File: src/cef_pkg.sv
// Shared types, constants and helper functions for the cartoon edge/quantize filter.
// Used by every module of the block but cef_ram; depends on nothing.
package cef_pkg;

    localparam int MaxWidth   = 2048;
    localparam int ColW       = $clog2(MaxWidth);
    localparam int DimW       = 12;
    localparam int StoredRows = 4;
    localparam int SlotW      = $clog2(StoredRows);
    localparam int PixW       = 24;
    localparam int QueueDepth = 4;
    localparam int QPtrW      = $clog2(QueueDepth);
    localparam int HeldW      = DimW + 1;

    // Configuration register indexes
    localparam logic [1:0] CfgWidth  = 2'd0;
    localparam logic [1:0] CfgHeight = 2'd1;
    localparam logic [1:0] CfgLevels = 2'd2;
    localparam logic [1:0] CfgThresh = 2'd3;

    // Effective (clamped) configuration
    typedef struct packed {
        logic [DimW-1:0] width;
        logic [DimW-1:0] height;
        logic [7:0]      levels;
        logic [7:0]      thresh;
    } t_cfg;

    // Work command from front to back
    typedef struct packed {
        logic              emit;
        logic              has_px;
        logic              wr;
        logic [SlotW-1:0]  wr_slot;
        logic [ColW-1:0]   wr_col;
        logic [PixW-1:0]   px;
    } t_cmd;

    // Floor of x/10 for x below 2560, by reciprocal multiply
    function automatic logic [7:0] div10(input logic [11:0] x);
        logic [25:0] p;
        p = {14'd0, x} * 26'd6554;
        return p[23:16];
    endfunction

endpackage

File: src/cef_queue.sv
// Short command queue between the front and back parts.
// Depends on cef_pkg for the command type and depth.
module cef_queue (
    input  logic          i_clk,
    input  logic          i_rst_n,
    input  logic          i_push,
    input  cef_pkg::t_cmd i_cmd,
    output logic          o_full,
    input  logic          i_pop,
    output cef_pkg::t_cmd o_cmd,
    output logic          o_empty
);

    cef_pkg::t_cmd r_slots [cef_pkg::QueueDepth];
    logic [cef_pkg::QPtrW-1:0] r_wptr, r_rptr;
    logic [cef_pkg::QPtrW:0]   r_count;

    assign o_full  = (r_count == (cef_pkg::QPtrW+1)'(cef_pkg::QueueDepth));
    assign o_empty = (r_count == '0);
    assign o_cmd   = r_slots[r_rptr];

    // Store on push
    always_ff @(posedge i_clk) begin
        if (i_push) begin
            r_slots[r_wptr] <= i_cmd;
        end
    end

    // Advance pointers and count
    always_ff @(posedge i_clk) begin
        if (!i_rst_n) begin
            r_wptr  <= '0;
            r_rptr  <= '0;
            r_count <= '0;
        end else begin
            if (i_push) begin
                r_wptr <= r_wptr + 1'b1;
            end
            if (i_pop) begin
                r_rptr <= r_rptr + 1'b1;
            end
            if (i_push && !i_pop) begin
                r_count <= r_count + 1'b1;
            end else if (!i_push && i_pop) begin
                r_count <= r_count - 1'b1;
            end
        end
    end

endmodule

File: config.mk
export PLATFORM = sky130hd
export DESIGN_NAME = cef_queue
export DESIGN_NICKNAME = d
export VERILOG_FILES = /design/src/cef_pkg.sv /design/src/cef_queue.sv
export SDC_FILE = /design/constraint.sdc
export NUM_CORES = 1
export LEC_CHECK = 0
export ABC_AREA = 1
export BUFFER_PORTS_ARGS = -buffer_cell sky130_fd_sc_hd__buf_4
export CORE_ASPECT_RATIO = 0.9
export CORE_MARGIN = 3
export CORE_UTILIZATION = 35
export DETAILED_ROUTE_END_ITERATION = 10
export PLACE_DENSITY = 0.61
export SETUP_SLACK_MARGIN = 0.15
export SLEW_MARGIN = 5
export SYNTH_ARGS = -nofsm -noshare
export SYNTH_HDL_FRONTEND = slang
export SYNTH_SLANG_ARGS = --single-unit
File: constraint.sdc
create_clock -name i_clk -period 2.1 [get_ports i_clk]
set_clock_uncertainty 0.1 [all_clocks]
set_input_delay 0.315 -clock i_clk [delete_from_list [all_inputs] [get_ports i_clk]]
set_output_delay 0.315 -clock i_clk [all_outputs]
set_load 0.05 [all_outputs]
==> impl_metrics.ini <==
[timing]
hold-worst-slack_ns = 0.0223
finalSetupViolCount = 0
min_period_ns = 2.10
slew_viol_final = 0
fmax_mhz = 477
fin_setup_tns_ns = 0
maxSlewHeadroom_pct = 73.5
worstMarginPinSlew_ns = 0.397
hold_viol = 0
rsz0062_at_grt = yes
fin_crit_sh_pct = 99.8

[critical_path]
cp_num_cells = 5
r2r_start = r_wptr[0]
cpMaxStageDelayCell = dfxtp_4
critPathMaxStageDelay_ns = 0.46
cp_top_family = buffers and inverters
crit_buf_inv = 3
path_max_fanout = 20
worstSetupPathType = flop to primary output
critPathArrivalTime_ns = 1.68
worstSetupStartpointType = flop
worstPathRequired_ns = 1.68
r2r-end = r_slots[0][39]
reg2reg_depth = 5
regToRegSetupSlack_ns = 0.59
endpoint_kind = primary output
cp_cell_sequence = buf_12, inv_16, o21ai_1, o22ai_2, buf_4

[cts]
clk_latency_ns = 0.42
clockRootBuffer = clkbuf_16
cts_tree = yes
clock-sinks = 169
clk_path_buf_depth = 2
cts_buffers = 17
clk_pin_slew_ns = 0.06
cts.htree.levels = 4

[grt]
grt_pass1_wl_mm = 22.7
grtUsageTotal_pct = 15.0
antenna_found_initial = 0
grt.overflow.total = 0
grt_max_degree = 41
grt_pass1_vias = 4177

[routing]
dr.pass1.iters = 5
drc = 0
ant_nets = 0
routed_via_density = 4.88
drtIter0Drc = 194
drt-total-wl_mm = 15.3
num_vias = 4094
wl_per_cell_um = 18.2

[synth]
yosysTopAreaCell = edfxtp_1
yosys_warnings = 0
synthTopCellsByArea = edfxtp_1 (74%), nor2_1 (4.9%), o22ai_1 (3.9%)
synth_top_cell_area_share_pct = 74.0
synth.yosys.seq_area_share_pct = 76.8
syn_inst = 445
syn_area_per_cell_um2 = 14.6
synth_cell_types = 21
mappedNetlistArea_um2 = 6490
yosys_register_bits = 169
syn-num-nets = 495

[die]
pin_count = 86
core_um2 = 17900
die_y_um = 135
rows = 46
die-area_um2 = 20200
initial_utilization_pct = 36.3
dieWidth_um = 150

[place]
dp_cells = 756
portBuffers = 85
dpl.hpwl_mm = 7.78
place_area_um2 = 7330
place_congestion = 0.708

[min_path]
whs_path_depth = 1
worstHoldEndpoint = r_slots[0][29]
min_path_type = input pin to flop
hold_start = i_cmd[29]

[pwr]
p_per_area_nw_per_um2 = 948
p_leak_nw = 3.15
ir_worst_vdd_mv = 0.725

[final_layout]
final_util_pct = 48.9
areaGrowthSynthToFinish_pct = 34.7
nFillCells = 1527
nets = 638
stdcell_area_um2 = 8750
drive_above_1_share_pct = 30.6
num_antenna_cells = 0
final_cells = 839

[flow_run]
max_cap_violations = 0

[outcome]
status = finished clean
[cell usage after synthesis]
cell	count
edfxtp_1	160
nor2_1	85
o21ai_0	46
o22ai_1	40
o21ai_1	38
inv_1	16
dfxtp_1	9
nand2_1	9
buf_2	8
buf_6	5
ha_1	5
a21oi_1	4
buf_12	4
buf_4	4
buf_8	4
nor3_1	2
o21ai_2	2
fa_1	1
inv_12	1
nand3_1	1
nand4_1	1
[stage by stage]
| step | power (mW) | worst slack (ns) |
|---|---|---|
| floorplan | 4.74 | 0.210 |
| global placement | 5.10 | 0.220 |
| detailed placement | 5.13 | 0.202 |
| CTS | 8.29 | 0.0451 |
| global route | 8.59 | -0.0444 |
| finish | 8.29 | 0.00485 |
[registers in the layout, summed over array words and instances, names as in the netlist, named ones only]
register / cells
r_count: 3
r_wptr: 2
r_rptr: 2
r_slots: 160
[worst max-delay path by stage]
stage	endpoint	slack [ns]	start
after floorplan	o_cmd[10]	0.21	flop
after global routing	o_cmd[2]	-0.04	flop
after CTS	o_cmd[4]	0.05	flop
after global placement	o_cmd[39]	0.22	flop
after detailed placement	o_cmd[12]	0.20	flop
final	o_cmd[22]	0.005	flop
[layer usage]
| layer | global-route usage, % | share of wire [%] | vias up |
|---|---|---|---|
| met2 | 25.2 | 50 | 89 |
| met5 | 0 | 0 | - |
| li1 | - | - | 1946 |
| met3 | 4.78 | 5.1 | 7 |
| met4 | 3.36 | 0.44 | 0 |
| met1 | 19.2 | 45 | 2052 |
[cells by family (layout without fill, tap and decap cells)]
logic type | count (synthesis) | count (layout) | share of synthesized area, %
and+or+nand+nor | 98 | 98 | 5.76
DFF | 169 | 169 | 76.8
adders and majority gates | 6 | 6 | 1.27
AOI/OAI and AO/OA | 130 | 130 | 10.9
buffers and inverters | 42 | 196 | 5.28
[cell usage in the layout (no fill, tap or decap), types with 7 or more instances in the layout]
cell type      netlist  layout
o21ai_0             46      37
buf_6                5      14
dlygate4sd3_1        0      37
buf_12               4       9
buf_4                4      81
inv_1               16      11
o22ai_2              0      10
nor2_1              85      79
edfxtp_1           160     160
nand2_1              9       9
o22ai_1             40      30
clkbuf_16            0      20
o21ai_1             38      27
o21ai_2              2      22
dfxtp_1              9       7
[final cells by class]
| type | count | area (µm²) | share of cell area [%] |
|---|---|---|---|
| Inverter | 17 | 80.1 | 0.915 |
| Tap cell | 240 | 300 | 3.43 |
| Timing Repair inverter | 3 | 56.3 | 0.644 |
| Sequential cell | 169 | 4990 | 57.1 |
| Clock buffer | 21 | 440 | 5.04 |
| Multi-Input combinational cell | 234 | 1320 | 15.1 |
| Clock inverter | 9 | 126 | 1.44 |
| Timing Repair Buffer | 146 | 1430 | 16.4 |
[timing repair]
action / 4_1_cts / 5_1_grt
hold buffers: 37 / 0
endpoints found under the setup margin: 40 / 40
pin swaps: 8 / 13
resized for setup: 27 / 52
gates cloned: 4 / 3
setup buffers: 8 / 1
hold endpoints to repair: 145 / 0
[where the power goes]
group / internal [mW] / total, mW / switching, mW
registers: 3.84 / 3.90 / 0.0527
logic: 0.485 / 1.39 / 0.902
clock network: 1.85 / 3.01 / 1.16
total: 6.18 / 8.29 / 2.12
Power figures use the tool's default switching activity.
