[src/cef_pkg.sv]
// Shared types, constants and helper functions for the cartoon edge/quantize filter.
// Used by every module of the block but cef_ram; depends on nothing.
package cef_pkg;

    localparam int MaxWidth   = 2048;
    localparam int ColW       = $clog2(MaxWidth);
    localparam int DimW       = 12;
    localparam int StoredRows = 4;
    localparam int SlotW      = $clog2(StoredRows);
    localparam int PixW       = 24;
    localparam int QueueDepth = 4;
    localparam int QPtrW      = $clog2(QueueDepth);
    localparam int HeldW      = DimW + 1;

    // Configuration register indexes
    localparam logic [1:0] CfgWidth  = 2'd0;
    localparam logic [1:0] CfgHeight = 2'd1;
    localparam logic [1:0] CfgLevels = 2'd2;
    localparam logic [1:0] CfgThresh = 2'd3;

    // Effective (clamped) configuration
    typedef struct packed {
        logic [DimW-1:0] width;
        logic [DimW-1:0] height;
        logic [7:0]      levels;
        logic [7:0]      thresh;
    } t_cfg;

    // Work command from front to back
    typedef struct packed {
        logic              emit;
        logic              has_px;
        logic              wr;
        logic [SlotW-1:0]  wr_slot;
        logic [ColW-1:0]   wr_col;
        logic [PixW-1:0]   px;
    } t_cmd;

    // Floor of x/10 for x below 2560, by reciprocal multiply
    function automatic logic [7:0] div10(input logic [11:0] x);
        logic [25:0] p;
        p = {14'd0, x} * 26'd6554;
        return p[23:16];
    endfunction

endpackage

[src/cef_front.sv]
// Front part: accepts items, tracks pipeline occupancy and input position,
// and turns pixels, and flushes while held, into commands. Depends on cef_pkg.
module cef_front (
    input  logic                      i_clk,
    input  logic                      i_rst_n,
    input  cef_pkg::t_cfg             i_cfg,
    input  logic                      i_valid,
    output logic                      o_ready,
    input  logic                      i_mode,
    input  logic [cef_pkg::PixW-1:0]  i_px,
    input  logic                      i_full,
    output logic                      o_push,
    output cef_pkg::t_cmd             o_cmd
);

    logic [cef_pkg::HeldW-1:0] r_held, n_held, held_inc, lag;
    logic [cef_pkg::ColW-1:0]  r_in_col;
    logic [cef_pkg::DimW-1:0]  r_in_row;
    logic [cef_pkg::SlotW-1:0] r_in_slot;
    logic                      accept, emit_px;

    assign o_ready  = !i_full;
    assign accept   = i_valid && o_ready;
    assign lag      = {i_cfg.width, 1'b0} + cef_pkg::HeldW'(2);
    assign held_inc = r_held + 1'b1;
    assign emit_px  = (held_inc > lag);

    // Classify the item
    always_comb begin
        o_cmd.emit    = 1'b1;
        o_cmd.has_px  = !i_mode;
        o_cmd.wr      = !i_mode;
        o_cmd.wr_slot = r_in_slot;
        o_cmd.wr_col  = r_in_col;
        o_cmd.px      = i_px;
        o_push        = 1'b0;
        n_held        = r_held;
        if (accept) begin
            if (!i_mode) begin
                o_push     = 1'b1;
                o_cmd.emit = emit_px;
                n_held     = emit_px ? r_held : held_inc;
            end else if (r_held != '0) begin
                o_push = 1'b1;
                n_held = r_held - 1'b1;
            end
        end
    end

    // Advance occupancy and input position
    always_ff @(posedge i_clk) begin
        if (!i_rst_n) begin
            r_held    <= '0;
            r_in_col  <= '0;
            r_in_row  <= '0;
            r_in_slot <= '0;
        end else begin
            r_held <= n_held;
            if (accept && !i_mode) begin
                if ({1'b0, r_in_col} + 12'd1 >= i_cfg.width) begin
                    r_in_col  <= '0;
                    r_in_slot <= r_in_slot + 1'b1;
                    if (r_in_row + 12'd1 >= i_cfg.height) begin
                        r_in_row <= '0;
                    end else begin
                        r_in_row <= r_in_row + 12'd1;
                    end
                end else begin
                    r_in_col <= r_in_col + 1'b1;
                end
            end
        end
    end

endmodule

[config.mk]
export PLATFORM = sky130hd
export DESIGN_NAME = cef_front
export DESIGN_NICKNAME = d
export VERILOG_FILES = /design/src/cef_pkg.sv /design/src/cef_front.sv
export SDC_FILE = /design/constraint.sdc
export NUM_CORES = 1
export LEC_CHECK = 0
export BUFFER_PORTS_ARGS = -buffer_cell sky130_fd_sc_hd__buf_2
export CORE_AREA = 2 2 76 78
export CTS_BUF_LIST = sky130_fd_sc_hd__clkbuf_4 sky130_fd_sc_hd__clkbuf_8
export CTS_CLUSTER_SIZE = 12
export DETAILED_ROUTE_END_ITERATION = 8
export DIE_AREA = 0 0 78 80
export PLACE_DENSITY = 0.89
export SLEW_MARGIN = 20
export SYNTH_ARGS = -nofsm -noshare
export SYNTH_HDL_FRONTEND = slang
export SYNTH_SLANG_ARGS = --single-unit
[constraint.sdc]
create_clock -name i_clk -period 8.5 [get_ports i_clk]
set_input_delay 1.275 -clock i_clk [delete_from_list [all_inputs] [get_ports i_clk]]
set_output_delay 1.275 -clock i_clk [all_outputs]
set_load 0.05 [all_outputs]
==> results.sh <==
export IMPL_ir_drop_mv=0.0559
export IMPL_syn_nets=477
export IMPL_core_um2=5410
export IMPL_grt_setup_unrepaired="false"
export IMPL_drt_total_wl_mm=6.85
export IMPL_hold_path_class="reg2reg"
export IMPL_drc=0
export IMPL_dp_cells=445
export IMPL_rows=27
export IMPL_ys_types=62
export IMPL_met3_length_um=391
export IMPL_rrSetupSlack_ps=4700
export IMPL_postCtsSetupRepairBufs=0
export IMPL_ctsResizeCount=0
export IMPL_syn_to_final_growth_pct=1.15
export IMPL_setup_violations=0
export IMPL_port_buffers=34
export IMPL_viasPerCell=6.15
export IMPL_relSlewSlack_pct=38.1
export IMPL_grt_pass1_vias=2413
export IMPL_cts_inserted_buffers=3
export IMPL_die_h_um=80
export IMPL_multi_input_area_um2=2030
export IMPL_top_layer="met4"
export IMPL_final_cell_mix="nand2_1 (38), buf_2 (34), ha_1 (29), inv_1 (28), dfxtp_1 (26)"
export IMPL_crit_chain="buf_2 -> inv_1 -> nor3_1 -> and4_1 -> and3_1 -> nand2_1 -> xnor2_1 -> ha_1 -> a21oi_1 -> nand2_1 -> a21oi_1 -> nand3_1 -> nand2_1 -> nand2_1 -> buf_2"
export IMPL_critPathMaxFanout=4
export IMPL_dr_pass1_iters=8
export IMPL_clockBufferDepth=2
export IMPL_antenna_cells=0
export IMPL_postLayoutCellArea_um2=2960
export IMPL_insertion_delay_ps=280
export IMPL_grt_usage_pct=22.1
export IMPL_timing_hold_ws_ps=481
export IMPL_async_flop_share_pct=0
export IMPL_yosysWarnings=0
export IMPL_antenna_left=0
export IMPL_die_x_um=78
export IMPL_fin_util_pct=54.7
export IMPL_slew_viol_final=0
export IMPL_routabilityCongestion=0.930
export IMPL_crit_start="i_cfg[32]"
export IMPL_max_cap_violations=0
export IMPL_synth_edf_count=0
export IMPL_worstSetupPathType="in2out"
export IMPL_outcome="finished clean"
export IMPL_min_period_over_period_pct=62.9
export IMPL_avgSynthCellArea_um2=7.72
export IMPL_p_leak_nw=1.36
export IMPL_drt_iter0_drc=281
export IMPL_cpMostUsedCell="nand2_1"
export IMPL_vias=2757
export IMPL_placed_cell_area_um2=2920
export IMPL_clk_pin_slew_ps=90
export IMPL_min_from="r_in_slot[1]$_SDFFE_PN0P_"
export IMPL_m1WireLength_mm=2.97
export IMPL_fin_crit_ps=5340
export IMPL_globalRoute_totalOverflow=0
export IMPL_cp_data_arrival_time_ps=4070
export IMPL_met2WireLength_mm=3.29
export IMPL_cts_tree="yes"
export IMPL_hold_viol=0
export IMPL_cp_slowest_stage_delay_ps=380
export IMPL_grt_max_degree=20
export IMPL_hold_buffers=0
export IMPL_htree_num_levels=1
export IMPL_fin_tns_setup_ps=0
export IMPL_cp_slowest_cell="nor3_1"
export IMPL_critPathRequiredTime_ps=7220
export IMPL_n_fill_cell=510
export IMPL_antenna_found_initial=0
export IMPL_start_util_pct=54.1
export IMPL_cts_root_buffer="clkbuf_8"
export IMPL_powerDensity_nw_per_um2=111
export IMPL_tightestPinTransition_ps=928
export IMPL_end_kind="output port"
export IMPL_grt_pass1_wl_mm=11.3
export IMPL_ys_ff_latch=26
export IMPL_wire_per_inst_um=15.3
export IMPL_timing_rr_start="r_held[0]$_SDFFE_PN0P_"
export IMPL_io_pins=111
export IMPL_cts_sinks=26
export IMPL_hpwl_mm=5.28
export IMPL_synthFlopType="dfxtp_1"
export IMPL_instances_no_fill=448
export IMPL_yosysSeqAreaShare_pct=17.8
export IMPL_max_freq_mhz=187
export IMPL_cp_start_kind="primary input"
export IMPL_regArea_um2=520
export IMPL_syn_inst=379
export IMPL_dieArea_um2=6240
export IMPL_layout_commonest_cell="nand2_1"
export IMPL_drive_gt1_share_pct=14.6
export IMPL_nNetsFinal=476
export IMPL_skew_ps=6.50
export IMPL_synth_area_um2=2930
## area by class of cell
| cell class | count | share of cell area [%] |
|---|---|---|
| inverter | 29 | 3.68 |
| multi-input combinational | 284 | 68.5 |
| sequential | 26 | 17.6 |
| tap | 72 | 3.04 |
| timing repair buffer | 34 | 5.75 |
| clock buffer | 3 | 1.40 |
## worst paths after layout
| kind | depth (start not counted) | end |
|---|---|---|
| setup / recovery | 15 | o_cmd[39] |
| hold / removal | 2 | r_in_slot[1]$_SDFFE_PN0P_ |
| setup reg to reg | 13 | r_held[1]$_SDFFE_PN0P_ |
| hold reg to reg | 2 | r_in_slot[1]$_SDFFE_PN0P_ |
## flip-flops by register name, indices dropped and copies added (netlist names)
register   count
r_in_col      11
r_in_slot      2
r_held        13
## worst max-delay path: cells and delay by family
kind,cells,cell delay [ps]
adder cells (fa/ha/maj),1,340
AND/OR/NAND/NOR,8,1400
XOR/XNOR,1,150
buffers and inverters,3,400
AO/OA/AOI/OAI,2,500
## report_power, final
group	internal, mW	leakage (nW)	switching [mW]
sequential	0.128	0.211	0.0145
combinational	0.0461	1.12	0.0689
clock	0.0319	0.0216	0.0402
## layer usage
layer / up-vias / GRT usage [%]
met2: 116 / 38.0
li1: 1331 / -
met3: 21 / 1.47
met4: 0 / 8.77
met5: - / 0
met1: 1289 / 28.9
## logic make-up after synthesis
logic type                 share of synthesized area, %
DFF                                                17.8
and+or+nand+nor                                    26.0
adders and majority gates                          12.4
xor gates and xnor gates                           9.28
buffers and inverters                              12.9
muxes                                              1.41
AOI/OAI and AO/OA                                  20.2
## stage by stage
step | power (mW) | worst slack [ps]
after global routing | 0.352 | 2830
final | 0.329 | 3160
after floorplan | 0.263 | 3720
after CTS | 0.329 | 3240
after global placement | 0.252 | 3410
after detailed placement | 0.257 | 3270
## Yosys cell counts, types with 2 or more instances
cell,number,area (um^2)
xnor2_1,21,184
a21oi_1,18,90.1
and4_1,3,26.3
o21ai_0,7,35.0
buf_4,29,218
mux2i_1,3,30.0
o31ai_1,5,37.5
clkbuf_1,4,15.0
nand3_1,25,125
o21ai_1,8,40.0
a211oi_1,2,15.0
nand2b_1,9,56.3
or4_1,3,22.5
dfxtp_1,26,521
ha_1,29,363
o22a_1,2,17.5
o311ai_0,3,26.3
o221a_2,3,33.8
nor2_1,19,71.3
xor2_1,10,87.6
or3_1,4,25.0
o22ai_1,2,12.5
nand4_1,11,68.8
a22oi_1,2,15.0
inv_1,28,105
buf_2,7,35.0
nor4_1,2,12.5
nor3_1,10,50.1
and3_1,8,50.1
a21o_1,7,52.6
nand2_1,38,143
No activity file was read; power rests on OpenSTA's default activity.
